==> config.mk <==
export PLATFORM = sky130hd
export DESIGN_NAME = owned_block_pool_allocator_top
export DESIGN_NICKNAME = d
export VERILOG_FILES = /design/src/rtl/core/obpa_pkg.sv /design/src/rtl/core/owned_block_pool_allocator_top.sv /design/src/rtl/core/obpa_ram.sv
export SDC_FILE = /design/constraint.sdc
export NUM_CORES = 1
export LEC_CHECK = 0
export ABC_AREA = 1
export BUFFER_PORTS_ARGS = -buffer_cell sky130_fd_sc_hd__buf_2
export CAP_MARGIN = 20
export CORE_ASPECT_RATIO = 1.2
export CORE_MARGIN = 4
export CORE_UTILIZATION = 35
export DETAILED_ROUTE_END_ITERATION = 8
export HOLD_SLACK_MARGIN = 0.03
export SETUP_SLACK_MARGIN = 0.05
export SLEW_MARGIN = 15
export SYNTH_ARGS = -nofsm -noshare
export SYNTH_HDL_FRONTEND = slang
export SYNTH_SLANG_ARGS = --single-unit
==> constraint.sdc <==
create_clock -name clock -period 9.1 [get_ports clock]
set_input_delay 0 -clock clock [delete_from_list [all_inputs] [get_ports clock]]
set_output_delay 0 -clock clock [all_outputs]
set_load 0.02 [all_outputs]
==> src/rtl/core/obpa_pkg.sv <==
// Shared types, codes and default sizes of the owned block pool allocator.
package obpa_pkg;

   localparam int NUM_BLOCKS_DEF  = 32;
   localparam int BLOCK_BYTES_DEF = 128;
   localparam int NUM_PROCS_DEF   = 8;
   localparam int WAIT_LEVELS_DEF = 4;

   localparam int ADDR_W   = 32;
   localparam int CMD_W    = 2;
   localparam int PID_W    = 3;
   localparam int PRIO_W   = 3;
   localparam int STATUS_W = 3;

   localparam logic [CMD_W-1:0] CMD_ALLOC      = 2'd0;
   localparam logic [CMD_W-1:0] CMD_ALLOC_WAIT = 2'd1;
   localparam logic [CMD_W-1:0] CMD_RELEASE    = 2'd2;
   localparam logic [CMD_W-1:0] CMD_REASSIGN   = 2'd3;

   localparam logic [STATUS_W-1:0] STAT_OK      = 3'd0;
   localparam logic [STATUS_W-1:0] STAT_NONE    = 3'd1;
   localparam logic [STATUS_W-1:0] STAT_RANGE   = 3'd2;
   localparam logic [STATUS_W-1:0] STAT_ALIGN   = 3'd3;
   localparam logic [STATUS_W-1:0] STAT_OWNER   = 3'd4;
   localparam logic [STATUS_W-1:0] STAT_BLOCKED = 3'd5;

   typedef struct packed {
      logic [CMD_W-1:0]  cmd;
      logic [ADDR_W-1:0] blk_address;
      logic [PID_W-1:0]  caller_pid;
      logic [PRIO_W-1:0] caller_prio;
      logic [PID_W-1:0]  new_owner_pid;
   } req_type;

   typedef struct packed {
      logic [STATUS_W-1:0] status;
      logic [ADDR_W-1:0]   grant_address;
      logic                woken_valid;
      logic [PID_W-1:0]    woken_pid;
      logic                preempt;
   } rsp_type;

endpackage

==> src/rtl/core/owned_block_pool_allocator_top.sv <==
// Top level of the owned block pool allocator: free list, owner tags and priority wait queues.
//
// The pool hands out fixed-size blocks from a FIFO free list, tags each block with its owner,
// parks blocking requesters in one FIFO per priority level and passes released blocks to the
// oldest waiter of the most urgent level. After reset the block runs a clearing pass over
// every entry of the owner table and free list, during which req_ready stays low;
// heap_base may be written at any time the block is idle. A request (cmd 0 or 1) first
// reads the free list head from its memory, then checks and writes back. A release or
// reassign of an address inside the heap passes through a divide step (S_DIV), in which the
// block index is recovered from the address offset by a multiplication with the reciprocal
// of BLOCK_BYTES and the owner table is read; an address outside the heap skips that step.
// A finished result sits in an output register, so the next beat is accepted while it waits.
module owned_block_pool_allocator_top #(
   parameter int NUM_BLOCKS  = obpa_pkg::NUM_BLOCKS_DEF,
   parameter int BLOCK_BYTES = obpa_pkg::BLOCK_BYTES_DEF,
   parameter int NUM_PROCS   = obpa_pkg::NUM_PROCS_DEF,
   parameter int WAIT_LEVELS = obpa_pkg::WAIT_LEVELS_DEF
) (
   input  logic                            clock,
   input  logic                            reset,
   input  logic                            req_valid,
   output logic                            req_ready,
   input  obpa_pkg::req_type               req_data,
   output logic                            rsp_valid,
   input  logic                            rsp_ready,
   output obpa_pkg::rsp_type               rsp_data,
   input  logic                            csr_we,
   input  logic [obpa_pkg::ADDR_W-1:0]     csr_wdata
);

   localparam int IDX_W   = (NUM_BLOCKS > 1) ? $clog2(NUM_BLOCKS) : 1;
   localparam int CNT_W   = $clog2(NUM_BLOCKS + 1);
   localparam int SPAN    = NUM_BLOCKS * BLOCK_BYTES;
   localparam int OFF_W   = $clog2(SPAN + 1);
   localparam int RECIP_S = OFF_W + $clog2(BLOCK_BYTES);
   localparam int RM_W    = OFF_W + 2;
   localparam int PROD_W  = OFF_W + RM_W;
   localparam longint unsigned RECIP_M =
      ((64'd1 << RECIP_S) + 64'(BLOCK_BYTES) - 64'd1) / 64'(BLOCK_BYTES);
   localparam logic [RM_W-1:0] RECIP_K = RM_W'(RECIP_M);
   localparam int WH_W    = $clog2(NUM_PROCS);
   localparam int WCNT_W  = $clog2(NUM_PROCS + 1);
   localparam int WSUM_W  = WCNT_W + 1;
   localparam int FSUM_W  = CNT_W + 1;
   localparam int LVL_W   = (WAIT_LEVELS > 1) ? $clog2(WAIT_LEVELS) : 1;
   localparam int WDEPTH  = WAIT_LEVELS * NUM_PROCS;
   localparam int WADDR_W = $clog2(WDEPTH);
   localparam int PID_W   = obpa_pkg::PID_W;
   localparam int OWN_W   = PID_W + 1;
   localparam int ADDR_W  = obpa_pkg::ADDR_W;

   typedef enum logic [2:0] {
      S_INIT,
      S_IDLE,
      S_DIV,
      S_CHECK,
      S_HOLD
   } state_type;

   state_type             state_ff, state_in;
   logic [ADDR_W-1:0]     base_ff, base_in;
   obpa_pkg::req_type     cur_ff, cur_in;
   logic                  range_ok_ff, range_ok_in;
   logic [OFF_W-1:0]      rem_ff, rem_in;
   logic [IDX_W-1:0]      quo_ff, quo_in;
   logic [IDX_W-1:0]      init_ptr_ff, init_ptr_in;
   logic [IDX_W-1:0]      free_head_ff, free_head_in;
   logic [CNT_W-1:0]      free_count_ff, free_count_in;
   logic [WH_W-1:0]       wait_head_ff [WAIT_LEVELS];
   logic [WH_W-1:0]       wait_head_in [WAIT_LEVELS];
   logic [WCNT_W-1:0]     wait_count_ff [WAIT_LEVELS];
   logic [WCNT_W-1:0]     wait_count_in [WAIT_LEVELS];
   obpa_pkg::rsp_type     res_ff, res_in;
   logic                  rsp_valid_ff, rsp_valid_in;
   obpa_pkg::rsp_type     rsp_ff, rsp_in;

   logic                  own_we;
   logic [IDX_W-1:0]      own_waddr;
   logic [OWN_W-1:0]      own_wdata;
   logic [OWN_W-1:0]      own_rdata;
   logic                  free_we;
   logic [IDX_W-1:0]      free_waddr;
   logic [IDX_W-1:0]      free_wdata;
   logic [IDX_W-1:0]      free_rdata;
   logic                  wait_we;
   logic [WADDR_W-1:0]    wait_waddr;
   logic [PID_W-1:0]      wait_wdata;
   logic [WADDR_W-1:0]    wait_raddr;
   logic [PID_W-1:0]      wait_rdata;

   logic                  any_wait;
   logic [LVL_W-1:0]      first_lvl;
   logic                  wait_over;
   logic                  accept;
   logic [ADDR_W:0]       addr_ext;
   logic [ADDR_W:0]       base_ext;
   logic [ADDR_W:0]       end_ext;
   logic [ADDR_W-1:0]     off_full;
   logic [PROD_W-1:0]     recip_prod;
   logic [IDX_W-1:0]      quo_calc;
   logic [OFF_W-1:0]      blk_off;
   logic                  out_free;
   logic [LVL_W-1:0]      prio_lvl;
   logic [WSUM_W-1:0]     wslot_sum;
   logic [WH_W-1:0]       wslot;
   logic [FSUM_W-1:0]     ftail_sum;
   logic [IDX_W-1:0]      ftail;
   obpa_pkg::rsp_type     res;
   logic                  finish;

   obpa_ram #(.WIDTH(OWN_W), .DEPTH(NUM_BLOCKS)) u_owner_ram (
      .clock   (clock),
      .wr_en   (own_we),
      .wr_addr (own_waddr),
      .wr_data (own_wdata),
      .rd_addr (quo_in),
      .rd_data (own_rdata)
   );

   obpa_ram #(.WIDTH(IDX_W), .DEPTH(NUM_BLOCKS)) u_free_ram (
      .clock   (clock),
      .wr_en   (free_we),
      .wr_addr (free_waddr),
      .wr_data (free_wdata),
      .rd_addr (free_head_ff),
      .rd_data (free_rdata)
   );

   obpa_ram #(.WIDTH(PID_W), .DEPTH(WDEPTH)) u_wait_ram (
      .clock   (clock),
      .wr_en   (wait_we),
      .wr_addr (wait_waddr),
      .wr_data (wait_wdata),
      .rd_addr (wait_raddr),
      .rd_data (wait_rdata)
   );

   assign req_ready = (state_ff == S_IDLE);
   assign accept    = req_valid && req_ready;
   assign rsp_valid = rsp_valid_ff;
   assign rsp_data  = rsp_ff;
   assign out_free  = !rsp_valid_ff || rsp_ready;

   always_comb begin
      any_wait  = 1'b0;
      first_lvl = '0;
      wait_over = 1'b0;
      for (int l = WAIT_LEVELS - 1; l >= 0; l--) begin
         if (wait_count_ff[l] != '0) begin
            any_wait  = 1'b1;
            first_lvl = LVL_W'(l);
         end
         if (wait_count_ff[l] > WCNT_W'(NUM_PROCS)) begin
            wait_over = 1'b1;
         end
      end
   end

   assign wait_raddr = WADDR_W'(int'(first_lvl) * NUM_PROCS + int'(wait_head_ff[first_lvl]));

   assign addr_ext   = {1'b0, req_data.blk_address};
   assign base_ext   = {1'b0, base_ff};
   assign end_ext    = base_ext + (ADDR_W + 1)'(SPAN);
   assign off_full   = req_data.blk_address - base_ff;
   assign recip_prod = PROD_W'(rem_ff) * PROD_W'(RECIP_K);
   assign quo_calc   = IDX_W'(recip_prod >> RECIP_S);
   assign blk_off    = OFF_W'(quo_ff) * OFF_W'(BLOCK_BYTES);
   assign prio_lvl   = LVL_W'(cur_ff.caller_prio);

   assign wslot_sum = WSUM_W'(wait_head_ff[prio_lvl]) + WSUM_W'(wait_count_ff[prio_lvl]);
   assign wslot     = (wslot_sum >= WSUM_W'(NUM_PROCS)) ?
                      WH_W'(wslot_sum - WSUM_W'(NUM_PROCS)) : WH_W'(wslot_sum);
   assign ftail_sum = FSUM_W'(free_head_ff) + FSUM_W'(free_count_ff);
   assign ftail     = (ftail_sum >= FSUM_W'(NUM_BLOCKS)) ?
                      IDX_W'(ftail_sum - FSUM_W'(NUM_BLOCKS)) : IDX_W'(ftail_sum);

   always_comb begin
      state_in      = state_ff;
      base_in       = csr_we ? csr_wdata : base_ff;
      cur_in        = cur_ff;
      range_ok_in   = range_ok_ff;
      rem_in        = rem_ff;
      quo_in        = quo_ff;
      init_ptr_in   = init_ptr_ff;
      free_head_in  = free_head_ff;
      free_count_in = free_count_ff;
      wait_head_in  = wait_head_ff;
      wait_count_in = wait_count_ff;
      res_in        = res_ff;
      rsp_in        = rsp_ff;
      rsp_valid_in  = rsp_valid_ff && !rsp_ready;
      own_we        = 1'b0;
      own_waddr     = quo_ff;
      own_wdata     = '0;
      free_we       = 1'b0;
      free_waddr    = ftail;
      free_wdata    = quo_ff;
      wait_we       = 1'b0;
      wait_waddr    = WADDR_W'(int'(prio_lvl) * NUM_PROCS + int'(wslot));
      wait_wdata    = cur_ff.caller_pid;
      res           = '0;
      finish        = 1'b0;

      case (state_ff)
         S_INIT: begin
            own_we      = 1'b1;
            own_waddr   = init_ptr_ff;
            own_wdata   = '0;
            free_we     = 1'b1;
            free_waddr  = init_ptr_ff;
            free_wdata  = init_ptr_ff;
            init_ptr_in = init_ptr_ff + IDX_W'(1);
            if (init_ptr_ff == IDX_W'(NUM_BLOCKS - 1)) begin
               state_in = S_IDLE;
            end
         end
         S_IDLE: begin
            if (accept) begin
               cur_in      = req_data;
               range_ok_in = (addr_ext >= base_ext) && (addr_ext < end_ext);
               rem_in      = OFF_W'(off_full);
               quo_in      = '0;
               if (req_data.cmd == obpa_pkg::CMD_ALLOC ||
                   req_data.cmd == obpa_pkg::CMD_ALLOC_WAIT ||
                   !range_ok_in) begin
                  state_in = S_CHECK;
               end else begin
                  state_in = S_DIV;
               end
            end
         end
         S_DIV: begin
            quo_in   = quo_calc;
            state_in = S_CHECK;
         end
         S_CHECK: begin
            finish = 1'b1;
            if (cur_ff.cmd == obpa_pkg::CMD_ALLOC || cur_ff.cmd == obpa_pkg::CMD_ALLOC_WAIT) begin
               if (free_count_ff != '0) begin
                  own_we        = 1'b1;
                  own_waddr     = free_rdata;
                  own_wdata     = {1'b1, cur_ff.caller_pid};
                  free_head_in  = (free_head_ff == IDX_W'(NUM_BLOCKS - 1)) ?
                                  '0 : free_head_ff + IDX_W'(1);
                  free_count_in = free_count_ff - CNT_W'(1);
                  res.grant_address = base_ff + 32'(free_rdata) * 32'(BLOCK_BYTES);
               end else if (cur_ff.cmd == obpa_pkg::CMD_ALLOC_WAIT &&
                            32'(cur_ff.caller_prio) < 32'(WAIT_LEVELS) &&
                            wait_count_ff[prio_lvl] < WCNT_W'(NUM_PROCS)) begin
                  wait_we                 = 1'b1;
                  wait_count_in[prio_lvl] = wait_count_ff[prio_lvl] + WCNT_W'(1);
                  res.status              = obpa_pkg::STAT_BLOCKED;
               end else begin
                  res.status = obpa_pkg::STAT_NONE;
               end
            end else if (!range_ok_ff) begin
               res.status = obpa_pkg::STAT_RANGE;
            end else if (rem_ff != blk_off) begin
               res.status = obpa_pkg::STAT_ALIGN;
            end else if (!own_rdata[OWN_W-1] || own_rdata[PID_W-1:0] != cur_ff.caller_pid) begin
               res.status = obpa_pkg::STAT_OWNER;
            end else if (cur_ff.cmd == obpa_pkg::CMD_REASSIGN) begin
               own_we    = 1'b1;
               own_wdata = {1'b1, cur_ff.new_owner_pid};
            end else if (any_wait) begin
               own_we    = 1'b1;
               own_wdata = {1'b1, wait_rdata};
               wait_head_in[first_lvl]  = (wait_head_ff[first_lvl] == WH_W'(NUM_PROCS - 1)) ?
                                          '0 : wait_head_ff[first_lvl] + WH_W'(1);
               wait_count_in[first_lvl] = wait_count_ff[first_lvl] - WCNT_W'(1);
               res.grant_address = cur_ff.blk_address;
               res.woken_valid   = 1'b1;
               res.woken_pid     = wait_rdata;
               res.preempt       = (4'(first_lvl) < 4'(cur_ff.caller_prio));
            end else begin
               own_we    = 1'b1;
               own_wdata = '0;
               if (free_count_ff < CNT_W'(NUM_BLOCKS)) begin
                  free_we       = 1'b1;
                  free_count_in = free_count_ff + CNT_W'(1);
               end
            end
         end
         S_HOLD: begin
            if (rsp_ready) begin
               rsp_in       = res_ff;
               rsp_valid_in = 1'b1;
               state_in     = S_IDLE;
            end
         end
         default: begin
            state_in = S_IDLE;
         end
      endcase

      if (finish) begin
         if (out_free) begin
            rsp_in       = res;
            rsp_valid_in = 1'b1;
            state_in     = S_IDLE;
         end else begin
            res_in   = res;
            state_in = S_HOLD;
         end
      end
   end

   always_ff @(posedge clock) begin
      if (reset) begin
         state_ff      <= S_INIT;
         base_ff       <= '0;
         init_ptr_ff   <= '0;
         free_head_ff  <= '0;
         free_count_ff <= CNT_W'(NUM_BLOCKS);
         rsp_valid_ff  <= 1'b0;
         for (int l = 0; l < WAIT_LEVELS; l++) begin
            wait_head_ff[l]  <= '0;
            wait_count_ff[l] <= '0;
         end
      end else begin
         state_ff      <= state_in;
         base_ff       <= base_in;
         init_ptr_ff   <= init_ptr_in;
         free_head_ff  <= free_head_in;
         free_count_ff <= free_count_in;
         rsp_valid_ff  <= rsp_valid_in;
         wait_head_ff  <= wait_head_in;
         wait_count_ff <= wait_count_in;
      end
      cur_ff      <= cur_in;
      range_ok_ff <= range_ok_in;
      rem_ff      <= rem_in;
      quo_ff      <= quo_in;
      res_ff      <= res_in;
      rsp_ff      <= rsp_in;
   end

   a_free_count_bound: assert property (@(posedge clock) disable iff (reset)
      free_count_ff <= CNT_W'(NUM_BLOCKS))
      else $error("Free list count exceeds the number of blocks.");

   a_wait_count_bound: assert property (@(posedge clock) disable iff (reset)
      !wait_over)
      else $error("A wait queue holds more entries than processes.");

   a_woken_means_ok: assert property (@(posedge clock) disable iff (reset)
      rsp_valid && rsp_data.woken_valid |-> rsp_data.status == obpa_pkg::STAT_OK)
      else $error("A woken waiter is reported with an error status.");

   a_hold_keeps_beat: assert property (@(posedge clock) disable iff (reset)
      state_ff == S_HOLD |-> rsp_valid_ff)
      else $error("A result is held back while the output register is empty.");

endmodule

==> src/rtl/core/obpa_ram.sv <==
// Generic single-clock RAM with one write port and one registered read port.
module obpa_ram #(
   parameter int WIDTH = 8,
   parameter int DEPTH = 16,
   localparam int AW = (DEPTH > 1) ? $clog2(DEPTH) : 1
) (
   input  logic             clock,
   input  logic             wr_en,
   input  logic [AW-1:0]    wr_addr,
   input  logic [WIDTH-1:0] wr_data,
   input  logic [AW-1:0]    rd_addr,
   output logic [WIDTH-1:0] rd_data
);

   logic [WIDTH-1:0] mem_ff [DEPTH];
   logic [WIDTH-1:0] rd_data_ff;

   always_ff @(posedge clock) begin
      if (wr_en) begin
         mem_ff[wr_addr] <= wr_data;
      end
      rd_data_ff <= mem_ff[rd_addr];
   end

   assign rd_data = rd_data_ff;

endmodule
# Word-level counts from Yosys, hierarchy flattened

Memory sizes are Yosys's and may differ from the RTL's. A register that Yosys moved wholly into a read port is not among the register bits.
Index checks and enable logic that the tools add are counted.

Bitwise gates (word level): 7
Add/subtract/negate cells: 16
Reductions and logical operators: 34
Magnitude comparators: 12
Mux-type cells: 118
Equality and inequality tests: 23

Operator list:

| operator                                       | count |
|---|---|
| two-way mux 40 bit                             | 5 |
| two-way mux 37 bit                             | 5 |
| two-way mux 16 bit                             | 8 |
| two-way mux 4 bit                              | 14 |
| two-way mux 3 bit                              | 17 |
| two-way mux 6 bit                              | 8 |
| two-way mux 5 bit                              | 8 |
| two-way mux 35 bit                             | 1 |
| adder 32 x 13 -> 33 bit, second input constant | 1 |
| < comparator 32 x 33 -> 1 bit                  | 1 |
| adder 32 x 12 -> 32 bit                        | 1 |
| bitwise mux 16 bit                             | 2 |
| >= comparator 32 bit                           | 1 |
| two-way mux 1 bit                              | 32 |
| two-way mux 32 bit                             | 1 |
| case mux 5 bit (2 select lines)                | 2 |
| binary-select mux 4 bit (select 2 bit)         | 2 |
| demux 4 bit (select 2 bit)                     | 2 |
| AND reduction 8 bit                            | 2 |
| nonzero test 4 bit                             | 4 |
| case mux 3 bit (5 select lines)                | 1 |
| inequality test 13 x 12 -> 1 bit               | 1 |
| subtractor 13 bit                              | 1 |
| binary-select mux 3 bit (select 2 bit)         | 2 |
| other kinds (47)                               | 88 |

Memories kept: 3
Memory bits (writable): 384
Word-level logic and storage cells: 245
Input port bits: 80
Flip-flop bits (word level): 222

Memory list:

| memory             | depth | bits a word | rd ports | clocked after memory_dff | wr ports | line           | RTL |
|---|---|---|---|---|---|---|---|
| u_free_ram.mem_ff  | 32    | 5           | 1        | 1                        | 1        | obpa_ram.sv:15 | `logic [WIDTH-1:0] mem_ff [DEPTH];` |
| u_owner_ram.mem_ff | 32    | 4           | 1        | 1                        | 1        | obpa_ram.sv:15 |  |
| u_wait_ram.mem_ff  | 32    | 3           | 1        | 1                        | 1        | obpa_ram.sv:15 |  |

# Logic depth before layout (Yosys ltp)

Depth after elaboration: 17
Depth in mapped cells: 21

# By module

A second synthesis with hierarchy kept.

Cell total of the unflattened synthesis: 3141
Area total of the unflattened synthesis: 29230.5 um2

Modules (own cells, without submodules):

| module                         | instances | sequential area each (um2) | area an instance (um2) | cells an instance |
|---|---|---|---|---|
| owned_block_pool_allocator_top | 1         | 5415.2                     | 12809.8                | 1683 |
| obpa_ram at u_free_ram         | 1         | 4904.7                     | 6796.5                 | 595 |
| obpa_ram at u_owner_ram        | 1         | 3923.8                     | 5496.5                 | 486 |
| obpa_ram at u_wait_ram         | 1         | 2942.8                     | 4127.7                 | 377 |

# Worst setup path after synthesis

OpenSTA, ideal clock, no wires.

Path type: register to register
Start: register state_ff[2]
End: register cur_ff[0] (netlist name), enable pin
Data required time: 8.628 ns
Path slack: 5.733 ns
Path buffers: 0
Library setup time: 0.472 ns
Arrival time: 2.895 ns
Stages on the path, launching flop included: 4
Cells stage by stage: dfxtp_1 inv_2 nand3_1 nor2_1

Cells in the longest elaborated chain, start to end: 3

Ends and longest elaborated chain:

| what                                   | line                                                                         | RTL |
|---|---|---|
| from (decl)                            | owned_block_pool_allocator_top.sv:60                                         | `state_type state_ff, state_in;` |
| from (signal assigned)                 | owned_block_pool_allocator_top.sv:321                                        | `state_ff <= state_in;` |
| equality test 3 x 1 -> 1 bit *         | owned_block_pool_allocator_top.sv:138, owned_block_pool_allocator_top.sv:204 |  |
| logical AND 1 bit                      | owned_block_pool_allocator_top.sv:139                                        | `assign accept = req_valid && req_ready;` |
| AND reduction 2 bit (no source line) * | n/a                                                                          |  |
| to (signal assigned)                   | owned_block_pool_allocator_top.sv:330                                        | `cur_ff <= cur_in;` |
| to (decl)                              | owned_block_pool_allocator_top.sv:62                                         | `obpa_pkg::req_type cur_ff, cur_in;` |

Every way passes the cells marked *; elsewhere a longest branch is shown, timed or not.
A chain may end at the register's enable or synchronous reset.

# Final worst setup path

Start: register cur_ff[42] (netlist name)
End: memory u_owner_ram.mem_ff[29][1] (netlist name), enable pin

Cells in the longest elaborated chain, start to end: 6

Ends and longest elaborated chain:

| what                                                                   | line                                  | RTL |
|---|---|---|
| equality test 2 x 1 -> 1 bit / zero test 2 bit (equally long branches) | owned_block_pool_allocator_top.sv:238 | `if (cur_ff.cmd == obpa_pkg::CMD_ALLOC \|\| cur_ff.cmd == obpa_pkg::CMD_ALLOC_WAIT) begin` |
| logical OR 1 bit *                                                     | owned_block_pool_allocator_top.sv:238 |  |
| two-way mux 1 bit                                                      | owned_block_pool_allocator_top.sv:238 |  |
| case mux 1 bit (2 select lines)                                        | owned_block_pool_allocator_top.sv:204 | `case (state_ff)` |
| two-way mux 1 bit                                                      | obpa_ram.sv:19                        | `if (wr_en) begin` |
| two-way mux 1 bit (implied by the code)                                | obpa_ram.sv:20                        | `mem_ff[wr_addr] <= wr_data;` |
| to (decl)                                                              | obpa_ram.sv:15                        |  |

Marked as above.

==> metrics.md <==
| Metric | Value |
|---|---|
| Slowest stage delay, CP | `about 0.60 ns` |
| Hold Crit Start | `csr_we` |
| CTS Sinks | `618` |
| Layout cells sized above 1 | `a little over 10%` |
| Post-synth EDFFs | `roughly 480` |
| Met1 usage | `between 20% and 30%` |
| Setup TNS | `0 ns` |
| Worst slack at placement | `~5.3 ns` |
| Router iterations before antenna repair | `6` |
| Most frequent cell after synthesis | `edfxtp_1` |
| Critical path cell sequence | `inv_1, nand2_2, nor2_4, inv_2, nand2_1, o211ai_1, inv_1, nand3_1, nor2_1` |
| Ys async rst share | `0%` |
| Sequential cell area fraction in the yosys report | `just under 60%` |
| Max Clk Rate | `roughly 260 MHz` |
| Slew HR | `~31%` |
| #FFs+latches synth | `~600` |
| Final Critical Period | `about 3.9 ns` |
| Vias | `approximately 22,000` |
| Rows | `115` |
| GR Util met3 | `between 3 and 4%` |
| Gr busiest metal | `met2` |
| RSZ-0062 raised after global routing | `no` |
| Worst hold path class | `in -> reg` |
| Hold depth | `4` |
| Wirelength per Cell | `around 19 um` |
| Vias in the first global route | `around 21,000` |
| Post-Syn Instances | `about 2,900` |
| R2R Setup Slk | `5.24 ns` |
| Worst VDD drop | `around 0.00012 V` |
| CP Data Arrival Time | `4.11 ns` |
| Power density over the cells | `between 150 and 200 mW/mm^2` |
| Die W | `approximately 270 um` |
| Mapped Area | `just under 0.03 mm^2` |
| Worst hold slack | `between 0.07 and 0.08 ns` |
| Met2 usage | `approximately 31%` |
| Critical path startpoint category | `flip-flop` |
| Post-synth top cells | `edfxtp_1, nor2_1, nand2_1` |
| # Max-Cap Violations | `0` |
| Slack of the critical path | `5.24 ns` |
| H-tree Lvls | `3` |
| Largest net degree at the start of global routing | `85` |
| Post-Syn Nets | `about 3,000` |
| Root Buffer | `clkbuf_16` |
| Starting Density | `35.2%` |
| Status | `completed` |
| Worst-Margin Slew | `roughly 1.0 ns` |
| Fin. max-slew vios | `0` |
| R2r startpoint | `cur_ff[42]$_DFFE_PP_` |
| Hold Violations, Final | `0` |
| Cell taking the most area after synthesis | `edfxtp_1` |
| Syn avg cell area | `~9.9 um^2` |
| Synth cell types | `57` |
| PortBufs | `121` |
| Critical path class | `reg -> reg` |
| Die Y | `322 um` |
| Final Cycle Share | `approximately 42%` |
| Antenna diodes | `0` |
| Detailed Place HPWL | `~54,000 um` |
| Fin Clk Skew | `0.0252 ns` |
| Hold EP | `base_ff[26]$_SDFFE_PP0P_` |
| Worst Path Max Fanout | `19` |
| Initial DRC count | `approximately 2,100` |
| Fillers | `between 7,000 and 8,000` |
| Top cells by area, synth | `edfxtp_1, dfxtp_1, o21ai_0, nor2_1, nand2_1` |
| Core ar. | `0.0819 mm^2` |
| Yosys warns | `0` |
| GPL Wtd Cong | `roughly 0.95` |
| Critical Path RT | `around 9.4 ns` |
| Leak | `~0.013 uW` |
| Initial antenna violation count | `1` |
| Clk Latency, worst-skew pair | `roughly 0.59 ns` |
| Total grt overflow | `0` |
| CTS tree | `done` |
| DRT Wirelength | `79,400 um` |
| Max clock buf depth | `3` |
| DRC errors left | `0` |
| Reg-to-Reg End | `u_owner_ram.mem_ff[29][1]$_DFFE_PP_` |
| Dominant synthesized flop cell | `edfxtp_1` |
| Vias per cell | `a little over 5` |
| Final nets | `~3,300` |
| Synth top area share | `between 50% and 60%` |
| Reg clk slew, reported paths | `approximately 0.060 ns` |
| Most used cell, CP | `inv_1` |
| Delay-heaviest family, CP | `simple AND/OR/NAND/NOR gates` |
| Worst Path Buf+Inv | `3` |
| Finish-stage setup viols | `0` |
| Number of I/O pins | `between 100 and 150` |
| Cts bufs inserted | `just under 70` |
| Gr usage total | `roughly 18%` |
| Area growth, synth to finish | `16.0%` |
| Reg2reg path depth | `9` |
| CP endpoint kind | `flip-flop` |
| Routed Antenna Nets | `0` |
| First-pass GRT wire length | `roughly 120,000 um` |
| Worst path slowest cell | `edfxtp_1` |
| Die ar. | `slightly below 0.09 mm^2` |
[worst min-delay path, stage by stage]
cell,delay (ns)
buf_2,0.09
clkinv_1,0.05
buf_4,0.30
a21oi_1,0.18
[layer usage]
metal,vias to the layer above,wire length (um)
met4,0,2200
met5,-,0
met2,680,38300
li1,10500,-
met1,10400,33900
met3,138,4940
[cells by family (layout without fill, tap and decap cells)]
logic type	after synthesis	count (layout)	synth area share [%]
buf+inv	461	686	6.34
mux	1	1	0.0347
flops	618	618	59.6
xor+xnor	27	27	0.820
fa+ha+maj	81	81	3.64
simple gates	1082	1082	16.7
compound gates	656	656	12.9
[flip-flops by register name, summed over array words and instances (netlist names)]
signal and flops:
u_free_ram.mem_ff 160, u_owner_ram.mem_ff 128, u_wait_ram.mem_ff 96, cur_ff 40, res_ff 40, rsp_data 40
base_ff 32, wait_count_ff 16, rem_ff 13, wait_head_ff 12, free_count_ff 6, free_head_ff 5
init_ptr_ff 5, quo_ff 5, u_free_ram.rd_data 5, u_owner_ram.rd_data 4, state_ff 3, u_wait_ram.rd_data 3
wait_wdata 3, range_ok_ff 1, rsp_valid 1
[how the worst max path moves through the flow]
stage / from / end / slack [ns] / depth (start not counted)
after floorplan: state_ff[2]$_SDFFE_PP0P_ / cur_ff[0]$_DFFE_PP_ / 5.73 / 3
after global placement: cur_ff[42]$_DFFE_PP_ / u_owner_ram.mem_ff[25][0]$_DFFE_PP_ / 5.33 / 9
after detailed placement: cur_ff[42]$_DFFE_PP_ / u_owner_ram.mem_ff[25][2]$_DFFE_PP_ / 5.27 / 9
after CTS: cur_ff[42]$_DFFE_PP_ / u_owner_ram.mem_ff[29][1]$_DFFE_PP_ / 5.25 / 9
after global routing: wait_wdata[0]$_DFFE_PP_ / u_free_ram.mem_ff[7][3]$_DFFE_PP_ / 4.84 / 10
final: cur_ff[42]$_DFFE_PP_ / u_owner_ram.mem_ff[29][1]$_DFFE_PP_ / 5.24 / 9
[metrics by stage]
step           cells  cell area, um^2  util, %  total power [uW]
5_1_grt         4204            33400     40.9              6290
6_report        4204            33400     40.9              6070
2_1_floorplan   2926            28800        -              3310
3_5_place_dp    4003            30500     37.3              3430
3_3_place_gp    4002            30500     37.3              3430
4_1_cts         4204            33400     40.9              6130
[cell type report]
cell class / instances / area (um^2) / area share, %
clock buffer: 91 / 1830 / 5.47
sequential: 618 / 17200 / 51.4
multi-input combinational: 1847 / 9940 / 29.7
inverter: 341 / 1280 / 3.83
clock inverter: 31 / 314 / 0.939
tap: 1053 / 1320 / 3.94
timing repair buffer: 223 / 1580 / 4.71
[where the power goes]
| group | switching, uW | internal [uW] |
|---|---|---|
| sequential | 20.3 | 3060 |
| clock | 1110 | 1560 |
| combinational | 207 | 116 |
| total | 1340 | 4730 |
[cells in the final DEF (no fill, tap or decap), types with 21 or more instances in the layout]
cell,n
a21oi_1,136
o221ai_1,21
inv_1,322
nand3_1,174
o211ai_1,34
nand2_1,368
o21bai_1,22
nor2_1,380
ha_1,76
nor3_1,21
o22ai_1,49
nand4_1,26
nand3b_1,47
clkbuf_16,69
buf_4,22
buf_2,121
dfxtp_1,136
dlygate4sd3_1,79
edfxtp_1,481
o21ai_0,324
[what timing repair did]
| action | in CTS | in global routing |
|---|---|---|
| endpoints found under the hold margin | 90 | 0 |
| hold buffers | 79 | 0 |
| resized for setup | 0 | 0 |
| setup endpoints to repair | 0 | 0 |
| buffers inserted | 0 | 0 |
(Power assumes the default switching activity.)
